### src/hw/rtl/framed_packet_receiver_assert.svh
// ----------------------------------------------------------------------------
// framed_packet_receiver assertion macros
// concurrent assertion wrappers, compiled out for synthesis
// ----------------------------------------------------------------------------
`ifndef FRAMED_PACKET_RECEIVER_ASSERT_SVH
`define FRAMED_PACKET_RECEIVER_ASSERT_SVH

`ifndef SYNTHESIS

// property must hold at every edge outside reset
`define FPR_ASSERT(label, clk, rstn, prop) \
	label: assert property (@(posedge clk) disable iff (!rstn) (prop)) \
		else $error("fpr assertion failed");

// consequent must hold in the cycle after the antecedent
`define FPR_ASSERT_NEXT(label, clk, rstn, ante, cons) \
	label: assert property (@(posedge clk) disable iff (!rstn) (ante) |=> (cons)) \
		else $error("fpr assertion failed");

`else

`define FPR_ASSERT(label, clk, rstn, prop)
`define FPR_ASSERT_NEXT(label, clk, rstn, ante, cons)

`endif

`endif

### src/hw/rtl/fpr_pkg.sv
// ----------------------------------------------------------------------------
// fpr_pkg
// types, codes and helpers shared by the frame receiver files
// ----------------------------------------------------------------------------
`default_nettype none

package fpr_pkg;

	localparam int BYTE_W    = 8;
	localparam int KIND_W    = 2;
	localparam int TICK_W    = 16;
	localparam int POS_W     = 9;
	localparam int REG_IDX_W = 2;
	localparam int REG_W     = 16;

	localparam logic [BYTE_W-1:0] LAST_SEQ_RESET     = 8'hAA;
	localparam logic [TICK_W-1:0] IDLE_TIMEOUT_RESET = 16'd100;
	localparam logic [BYTE_W-1:0] MOD_BASE           = 8'd255;

	// header bytes sit at fixed positions after the two sync bytes
	localparam logic [POS_W-1:0] POS_LENGTH  = 9'd2;
	localparam logic [POS_W-1:0] POS_SEQ     = 9'd3;
	localparam logic [POS_W-1:0] POS_OPCODE  = 9'd4;
	localparam logic [POS_W-1:0] POS_PAYLOAD = 9'd5;

	typedef enum logic [1:0] {
		PH_HUNT1 = 2'd0,
		PH_HUNT2 = 2'd1,
		PH_READ  = 2'd2
	} phase_t;

	typedef enum logic [KIND_W-1:0] {
		KIND_PAYLOAD = 2'd0,
		KIND_ACCEPT  = 2'd1,
		KIND_DUP     = 2'd2,
		KIND_BAD_SUM = 2'd3
	} kind_t;

	typedef enum logic [REG_IDX_W-1:0] {
		REG_SYNC_FIRST   = 2'd0,
		REG_SYNC_SECOND  = 2'd1,
		REG_IDLE_TIMEOUT = 2'd2,
		REG_UNUSED       = 2'd3
	} reg_idx_t;

	// (a + b) mod 255 for a < 255; the sum stays below twice the base
	function automatic logic [BYTE_W-1:0] add_mod255(
		input logic [BYTE_W-1:0] a,
		input logic [BYTE_W-1:0] b
	);
		logic [BYTE_W:0] s;
		logic [BYTE_W:0] t;
		s = {1'b0, a} + {1'b0, b};
		t = s - {1'b0, MOD_BASE};
		return (s >= {1'b0, MOD_BASE}) ? t[BYTE_W-1:0] : s[BYTE_W-1:0];
	endfunction

endpackage

`default_nettype wire

### src/hw/rtl/fpr_if.sv
// ----------------------------------------------------------------------------
// fpr_if
// valid/ready channels for received words and frame results
// ----------------------------------------------------------------------------
`default_nettype none

interface fpr_item_if;
	import fpr_pkg::*;

	logic              valid;
	logic              ready;
	logic              command;
	logic [BYTE_W-1:0] rx_byte;

	modport source (output valid, output command, output rx_byte, input ready);
	modport sink (input valid, input command, input rx_byte, output ready);
endinterface

interface fpr_result_if;
	import fpr_pkg::*;

	logic              valid;
	logic              ready;
	logic [KIND_W-1:0] kind;
	logic [BYTE_W-1:0] payload_byte;
	logic [BYTE_W-1:0] frame_opcode;
	logic [BYTE_W-1:0] frame_seq;
	logic [BYTE_W-1:0] frame_length;

	modport source (
		output valid, output kind, output payload_byte, output frame_opcode,
		output frame_seq, output frame_length, input ready
	);
	modport sink (
		input valid, input kind, input payload_byte, input frame_opcode,
		input frame_seq, input frame_length, output ready
	);
endinterface

`default_nettype wire

### src/hw/rtl/framed_packet_receiver.sv
// Framed packet receiver. Each input word is either a received UART byte or a
// one millisecond tick. The block hunts for the two sync bytes, then reads
// length, sequence and opcode, passes each payload byte on as a result, and
// after the two Fletcher-16 check bytes (low first, mod-255 sums over all bytes
// from the first sync byte) gives one verdict: accepted, duplicate sequence or
// bad checksum. A duplicate sequence wins over a bad checksum; only accepted
// frames update the remembered sequence, which starts at 0xAA. Ticks count idle
// time; once the count passes idle_timeout a partial frame is dropped. Rate is
// one word per clock unless stalled: a word is taken into an input register, and
// once the result register is free a single pass of byte-wide logic updates the
// frame state and loads the result register. The only stall comes from the
// result register: while it holds an untaken result and the input register holds
// a word, no new word is taken. Configuration writes must be made while no frame
// is in flight.
`default_nettype none

`include "framed_packet_receiver_assert.svh"

module framed_packet_receiver (
	input  wire logic                             clk,
	input  wire logic                             arst_n,
	input  wire logic                             wr_en,
	input  wire logic [fpr_pkg::REG_IDX_W-1:0]    wr_index,
	input  wire logic [fpr_pkg::REG_W-1:0]        wr_data,
	fpr_item_if.sink                              item,
	fpr_result_if.source                          result
);
	import fpr_pkg::*;

	// configuration
	logic [BYTE_W-1:0] sync_first_q;
	logic [BYTE_W-1:0] sync_second_q;
	logic [TICK_W-1:0] idle_timeout_q;

	// input register
	logic              valid_s1;
	logic              command_s1;
	logic [BYTE_W-1:0] byte_s1;

	// frame state
	phase_t            phase_q, phase_d;
	logic [POS_W-1:0]  pos_q, pos_d;
	logic [BYTE_W-1:0] sum_low_q, sum_low_d;
	logic [BYTE_W-1:0] sum_high_q, sum_high_d;
	logic [BYTE_W-1:0] length_q, length_d;
	logic [BYTE_W-1:0] seq_q, seq_d;
	logic [BYTE_W-1:0] opcode_q, opcode_d;
	logic [BYTE_W-1:0] check_low_q, check_low_d;
	logic [BYTE_W-1:0] last_seq_q, last_seq_d;
	logic [TICK_W-1:0] idle_q, idle_d;

	// result register
	logic              res_valid_q;
	kind_t             res_kind_q;
	logic [BYTE_W-1:0] res_payload_q;
	logic [BYTE_W-1:0] res_opcode_q;
	logic [BYTE_W-1:0] res_seq_q;
	logic [BYTE_W-1:0] res_length_q;

	logic              out_free;
	logic              advance;
	logic              emit;
	kind_t             emit_kind;
	logic [BYTE_W-1:0] emit_payload;
	logic [TICK_W-1:0] idle_inc;
	logic [BYTE_W-1:0] sum_low_add;
	logic [BYTE_W-1:0] sum_high_add;
	logic [POS_W-1:0]  check_pos;

	assign out_free   = !res_valid_q || result.ready;
	assign advance    = valid_s1 && out_free;
	assign item.ready = !valid_s1 || out_free;

	always_ff @(posedge clk or negedge arst_n) begin
		if (!arst_n) begin
			sync_first_q   <= '0;
			sync_second_q  <= '0;
			idle_timeout_q <= IDLE_TIMEOUT_RESET;
		end else if (wr_en) begin
			case (wr_index)
				REG_SYNC_FIRST:   sync_first_q   <= wr_data[BYTE_W-1:0];
				REG_SYNC_SECOND:  sync_second_q  <= wr_data[BYTE_W-1:0];
				REG_IDLE_TIMEOUT: idle_timeout_q <= wr_data[TICK_W-1:0];
				default: ;
			endcase
		end
	end

	always_ff @(posedge clk or negedge arst_n) begin
		if (!arst_n) begin
			valid_s1 <= 1'b0;
		end else if (item.valid && item.ready) begin
			valid_s1 <= 1'b1;
		end else if (advance) begin
			valid_s1 <= 1'b0;
		end
	end

	always_ff @(posedge clk) begin
		if (item.valid && item.ready) begin
			command_s1 <= item.command;
			byte_s1    <= item.rx_byte;
		end
	end

	// running check sums with the current byte folded in
	assign sum_low_add  = add_mod255(sum_low_q, byte_s1);
	assign sum_high_add = add_mod255(sum_high_q, sum_low_add);
	assign idle_inc     = (idle_q == '1) ? idle_q : idle_q + 1'b1;
	assign check_pos    = {1'b0, length_q} + POS_PAYLOAD;

	always_comb begin
		phase_d      = phase_q;
		pos_d        = pos_q;
		sum_low_d    = sum_low_q;
		sum_high_d   = sum_high_q;
		length_d     = length_q;
		seq_d        = seq_q;
		opcode_d     = opcode_q;
		check_low_d  = check_low_q;
		last_seq_d   = last_seq_q;
		idle_d       = idle_q;
		emit         = 1'b0;
		emit_kind    = KIND_PAYLOAD;
		emit_payload = '0;

		if (advance) begin
			if (command_s1) begin
				idle_d = idle_inc;
				if (idle_inc > idle_timeout_q) begin
					phase_d = PH_HUNT1;
					pos_d   = '0;
				end
			end else begin
				idle_d = '0;
				case (phase_q)
					PH_HUNT1, PH_HUNT2: begin
						if (byte_s1 == sync_first_q) begin
							// restart the sums with this byte alone
							sum_low_d  = add_mod255('0, byte_s1);
							sum_high_d = sum_low_d;
							pos_d      = 9'd1;
							phase_d    = PH_HUNT2;
						end else if (phase_q == PH_HUNT2 && byte_s1 == sync_second_q) begin
							sum_low_d  = sum_low_add;
							sum_high_d = sum_high_add;
							pos_d      = POS_LENGTH;
							phase_d    = PH_READ;
						end else begin
							phase_d = PH_HUNT1;
						end
					end
					PH_READ: begin
						pos_d = pos_q + 1'b1;
						if (pos_q == POS_LENGTH) begin
							length_d   = byte_s1;
							sum_low_d  = sum_low_add;
							sum_high_d = sum_high_add;
						end else if (pos_q == POS_SEQ) begin
							seq_d      = byte_s1;
							sum_low_d  = sum_low_add;
							sum_high_d = sum_high_add;
						end else if (pos_q == POS_OPCODE) begin
							opcode_d   = byte_s1;
							sum_low_d  = sum_low_add;
							sum_high_d = sum_high_add;
						end else if (pos_q < check_pos) begin
							sum_low_d    = sum_low_add;
							sum_high_d   = sum_high_add;
							emit         = 1'b1;
							emit_kind    = KIND_PAYLOAD;
							emit_payload = byte_s1;
						end else if (pos_q == check_pos) begin
							check_low_d = byte_s1;
						end else begin
							// high check byte closes the frame
							phase_d = PH_HUNT1;
							pos_d   = '0;
							emit    = 1'b1;
							if (seq_q == last_seq_q) begin
								emit_kind = KIND_DUP;
							end else if (sum_high_q != byte_s1 || sum_low_q != check_low_q) begin
								emit_kind = KIND_BAD_SUM;
							end else begin
								emit_kind  = KIND_ACCEPT;
								last_seq_d = seq_q;
							end
						end
					end
					default: begin
						phase_d = PH_HUNT1;
					end
				endcase
			end
		end
	end

	always_ff @(posedge clk or negedge arst_n) begin
		if (!arst_n) begin
			phase_q     <= PH_HUNT1;
			pos_q       <= '0;
			sum_low_q   <= '0;
			sum_high_q  <= '0;
			length_q    <= '0;
			seq_q       <= '0;
			opcode_q    <= '0;
			check_low_q <= '0;
			last_seq_q  <= LAST_SEQ_RESET;
			idle_q      <= '0;
		end else begin
			phase_q     <= phase_d;
			pos_q       <= pos_d;
			sum_low_q   <= sum_low_d;
			sum_high_q  <= sum_high_d;
			length_q    <= length_d;
			seq_q       <= seq_d;
			opcode_q    <= opcode_d;
			check_low_q <= check_low_d;
			last_seq_q  <= last_seq_d;
			idle_q      <= idle_d;
		end
	end

	always_ff @(posedge clk or negedge arst_n) begin
		if (!arst_n) begin
			res_valid_q <= 1'b0;
		end else if (advance && emit) begin
			res_valid_q <= 1'b1;
		end else if (result.ready) begin
			res_valid_q <= 1'b0;
		end
	end

	// header fields come from the state after this word is taken in
	always_ff @(posedge clk) begin
		if (advance && emit) begin
			res_kind_q    <= emit_kind;
			res_payload_q <= emit_payload;
			res_opcode_q  <= opcode_d;
			res_seq_q     <= seq_d;
			res_length_q  <= length_d;
		end
	end

	assign result.valid        = res_valid_q;
	assign result.kind         = res_kind_q;
	assign result.payload_byte = res_payload_q;
	assign result.frame_opcode = res_opcode_q;
	assign result.frame_seq    = res_seq_q;
	assign result.frame_length = res_length_q;

	`FPR_ASSERT(a_stall_cause, clk, arst_n, !item.ready |-> (valid_s1 && res_valid_q && !result.ready))
	`FPR_ASSERT(a_sum_low_range, clk, arst_n, sum_low_q != MOD_BASE && sum_high_q != MOD_BASE)
	`FPR_ASSERT_NEXT(a_verdict_rehunt, clk, arst_n, advance && emit && emit_kind != KIND_PAYLOAD, phase_q == PH_HUNT1 && pos_q == '0)
	`FPR_ASSERT_NEXT(a_accept_seq, clk, arst_n, advance && emit && emit_kind == KIND_ACCEPT, last_seq_q == $past(seq_q))

endmodule

`default_nettype wire

### src/flat_wrapper.sv
// flat-port wrapper written by rule: the top's interface ports become plain ports
module framed_packet_receiver_flat import fpr_pkg::*;
  (clk, arst_n, wr_en, wr_index, wr_data, item_valid, item_command, item_rx_byte, item_ready, result_valid, result_kind, result_payload_byte, result_frame_opcode, result_frame_seq, result_frame_length, result_ready);
  fpr_item_if item_i ();
  fpr_result_if result_i ();
  input  wire logic clk;
  input  wire logic arst_n;
  input  wire logic wr_en;
  input  wire logic [fpr_pkg::REG_IDX_W-1:0] wr_index;
  input  wire logic [fpr_pkg::REG_W-1:0] wr_data;
  input wire logic [$bits(item_i.valid)-1:0] item_valid;
  input wire logic [$bits(item_i.command)-1:0] item_command;
  input wire logic [$bits(item_i.rx_byte)-1:0] item_rx_byte;
  output wire logic [$bits(item_i.ready)-1:0] item_ready;
  output wire logic [$bits(result_i.valid)-1:0] result_valid;
  output wire logic [$bits(result_i.kind)-1:0] result_kind;
  output wire logic [$bits(result_i.payload_byte)-1:0] result_payload_byte;
  output wire logic [$bits(result_i.frame_opcode)-1:0] result_frame_opcode;
  output wire logic [$bits(result_i.frame_seq)-1:0] result_frame_seq;
  output wire logic [$bits(result_i.frame_length)-1:0] result_frame_length;
  input wire logic [$bits(result_i.ready)-1:0] result_ready;
  assign item_i.valid = item_valid;
  assign item_i.command = item_command;
  assign item_i.rx_byte = item_rx_byte;
  assign item_ready = item_i.ready;
  assign result_valid = result_i.valid;
  assign result_kind = result_i.kind;
  assign result_payload_byte = result_i.payload_byte;
  assign result_frame_opcode = result_i.frame_opcode;
  assign result_frame_seq = result_i.frame_seq;
  assign result_frame_length = result_i.frame_length;
  assign result_i.ready = result_ready;
  framed_packet_receiver u_core (.clk(clk), .arst_n(arst_n), .wr_en(wr_en), .wr_index(wr_index), .wr_data(wr_data), .item(item_i), .result(result_i));
endmodule
### config.mk
export PLATFORM = sky130hd
export DESIGN_NAME = framed_packet_receiver_flat
export DESIGN_NICKNAME = d
export VERILOG_FILES = /design/src/hw/rtl/fpr_pkg.sv /design/src/hw/rtl/fpr_if.sv /design/src/hw/rtl/framed_packet_receiver.sv /design/src/flat_wrapper.sv
export VERILOG_INCLUDE_DIRS = /design/src /design/src/hw/rtl
export SDC_FILE = /design/constraint.sdc
export NUM_CORES = 1
export LEC_CHECK = 0
export BUFFER_PORTS_ARGS = -buffer_cell sky130_fd_sc_hd__buf_2
export CAP_MARGIN = 15
export CORE_MARGIN = 2
export CORE_UTILIZATION = 55
export DETAILED_ROUTE_END_ITERATION = 8
export PLACE_DENSITY = 0.72
export SYNTH_ARGS = -nofsm -noshare
export SYNTH_HDL_FRONTEND = slang
export SYNTH_SLANG_ARGS = --single-unit
### constraint.sdc
create_clock -name clk -period 6.25 [get_ports clk]
set_clock_uncertainty 0.15 [all_clocks]
set_input_delay 1.25 -clock clk [delete_from_list [all_inputs] [get_ports clk]]
set_output_delay 1.25 -clock clk [all_outputs]
set_load 0.01 [all_outputs]
==> impl_metrics.ini <==
[finish]
reg_top3 = u_core.idle_q: 16 flops, u_core.idle_timeout_q: 16 flops, u_core.pos_q: 9 flops
diodes = 0
nets = 1002
utilization_pct = 62.87
drive_above_1_share_pct = 22.47
area_delta_synth_final_pct = 12.64

[logic_synthesis]
synth_edf_count = 43
ys_seq_elements = 160
ys_seq_area_share_pct = 46.17
async_reset_ff_share_pct = 73.13
synthesis.area_sq_mm = 0.009158
yosysWarnings = 0
synth.avg_cell_area_sq_um = 10.82
synth_fp_nets = 931
synth_flop_cell = dfrtp_1
syn_inst = 846
ys_types = 66

[clock_network]
cts_root_buf = clkbuf_16
cts_buffer_depth = 2
cts_setup_buffers = 0
clk_pin_slew_ns = 0.07
cts.sinks = 160
hold_buffers = 0
cts-buffers-inserted = 17
ctsResizeCount = 0
tritoncts = yes
clock_latency_ns = 0.43
htreeDepth = 4

[grt]
grt_usage_pct = 24.53
grt_pass1_wl_um = 34110
antenna_found_initial = 0
grt_overflow = 0
grt_pass1_vias = 6662
grt_max_degree = 76

[setup_path]
startpoint_type = register
rr_worst_depth = 15
rr_startpoint = u_core.byte_s1[1]
timing.rr.end = u_core.sum_high_q[1]
cp.arrival_ns = 6.06
regToRegSetupSlack_ns = 0.36
cp-end-kind = register
critPathMaxFanout = 13
crit_type = register to register
cp.required_ns = 6.42
worstSetupStartpoint = u_core.byte_s1[1]

[timing]
setup_ws_ns = 0.3586
finalSetupViolations = 0
whs_ns = 0.3498
fin_setup_tns_ns = 0
min_period_ns = 5.891
hold_viol_final = 0
relSlewSlack_pct = 36.08
fmax_ghz = 0.1697
drv_slew = 0
rsz0062_at_grt = false
finalCritPeriodShare_pct = 94.26
worst-slew-pin-transition_ns = 0.9589

[power]
finalPower_w = 0.002950
p_leak_nw = 4.716
p_per_area_mw_per_mm2 = 286.0
peakVddDrop_mv = 0.1951

[floorplan]
die_area_sq_mm = 0.01770
core_sq_mm = 0.01641
boundaryPins = 68
die_w_um = 133.0
row_count = 47
fp.dieH_um = 133.0
initial_core_util_pct = 55.81

[placement]
io_buffers = 67
dp_hpwl_um = 15040
place_congestion = 0.8817
dp_slack_ns = 0.5090

[drt]
num_vias = 6788
drt_pass1_iterations = 4
ant_nets = 0
via_per_inst = 5.903
wire_per_inst_um = 17.89
totalWireLength_um = 20570
drc_errors = 0
drt_iter0_drc = 460

[run_status]
status = completed

[worst_hold_path]
hp-class = register to register
holdPathStages = 1
min_from = u_core.opcode_q[6]
whs_endpoint = u_core.opcode_q[6]

[flow_run]
cap_violations = 0
==> per-layer routing <==
metal | track usage, % | share of wire [%]
met1 | 32.69 | 46
met2 | 40.59 | 48
met3 | 4.215 | 3.3
met4 | 8.841 | 2.6
met5 | 0 | 0
==> cell usage after synthesis, drive strengths merged (14+ instances only) <==
cell / count / area share [%]
nor3: 17 / 0.93
nand3: 31 / 1.7
and2: 20 / 1.4
nand2: 49 / 2.0
clkbuf: 19 / 0.79
xor2: 27 / 2.6
xnor2: 41 / 4.2
inv: 32 / 1.3
o31ai: 14 / 1.1
a21oi: 30 / 1.6
o21ai: 43 / 2.4
nand4: 19 / 1.4
nor2: 51 / 2.1
mux2: 77 / 9.5
edfxtp: 43 / 14
dfrtp: 110 / 30
ha: 51 / 7.0
==> critical path, stage by stage, from the launching register on <==
cell,delay (ns)
edfxtp_1,0.73
ha_1,0.36
a211o_1,0.29
a211oi_1,0.36
o21ai_0,0.18
a211o_1,0.36
a31oi_2,0.40
mux2i_1,0.42
inv_1,0.09
ha_1,0.32
a211oi_1,0.45
nor3_1,0.12
or3b_2,0.53
a41oi_1,0.59
nand3_1,0.15
a32o_1,0.27
==> power breakdown <==
part           internal, W  switching (W)
clock             0.000537       0.000484
combinational     0.000310       0.000414
sequential         0.00114      0.0000669
total              0.00199       0.000964
==> placed cells by master (no fill, tap or decap), drive strengths merged, types with 4 or more instances in the layout <==
cell	count
dfrtp	110
buf	79
mux2	77
ha	51
nor2	51
nand2	49
inv	44
edfxtp	43
o21ai	43
xnor2	41
nand3	31
a21oi	30
xor2	27
and2	20
nand4	19
nor3	17
clkbuf	17
o31ai	14
nand2b	13
a31oi	13
and3	11
a21o	10
or3	9
nor4	8
a22o	8
o211ai	7
dfstp	7
and4	6
a211oi	6
nand3b	6
a211o	5
mux2i	5
nor3b	5
nor2b	4
o2111ai	4
or2	4
==> worst max-delay path by stage <==
stage	endpoint	depth (start not counted)
after global placement	u_core.sum_high_q[1]	15
after global routing	u_core.sum_high_q[1]	15
final	u_core.sum_high_q[1]	15
after detailed placement	u_core.sum_high_q[1]	15
after CTS	u_core.sum_high_q[1]	15
after floorplan	u_core.sum_high_q[1]	17
==> cells by family after synthesis <==
kind of cell	synth area share (%)
simple gates	14.61
mux	10.02
buf+inv	2.733
xor+xnor	6.832
flops	46.17
compound gates	12.24
fa+ha+maj	7.405
==> through the flow <==
stage	cell area (sq um)	std cells
after global placement	9729	1117
after CTS	10310	1149
after detailed placement	9729	1117
final	10310	1150
after global routing	10310	1150
after floorplan	9158	846
==> final cells by class <==
type | instances | area (sq um)
Fill cell | 1291 | 6092
Multi-Input combinational cell | 626 | 4682
Inverter | 33 | 123.9
Clock inverter | 15 | 155.1
Clock buffer | 17 | 425.4
Tap cell | 220 | 275.3
Timing Repair Buffer | 79 | 425.4
Sequential cell | 160 | 4228
(Power assumes the default switching activity.)
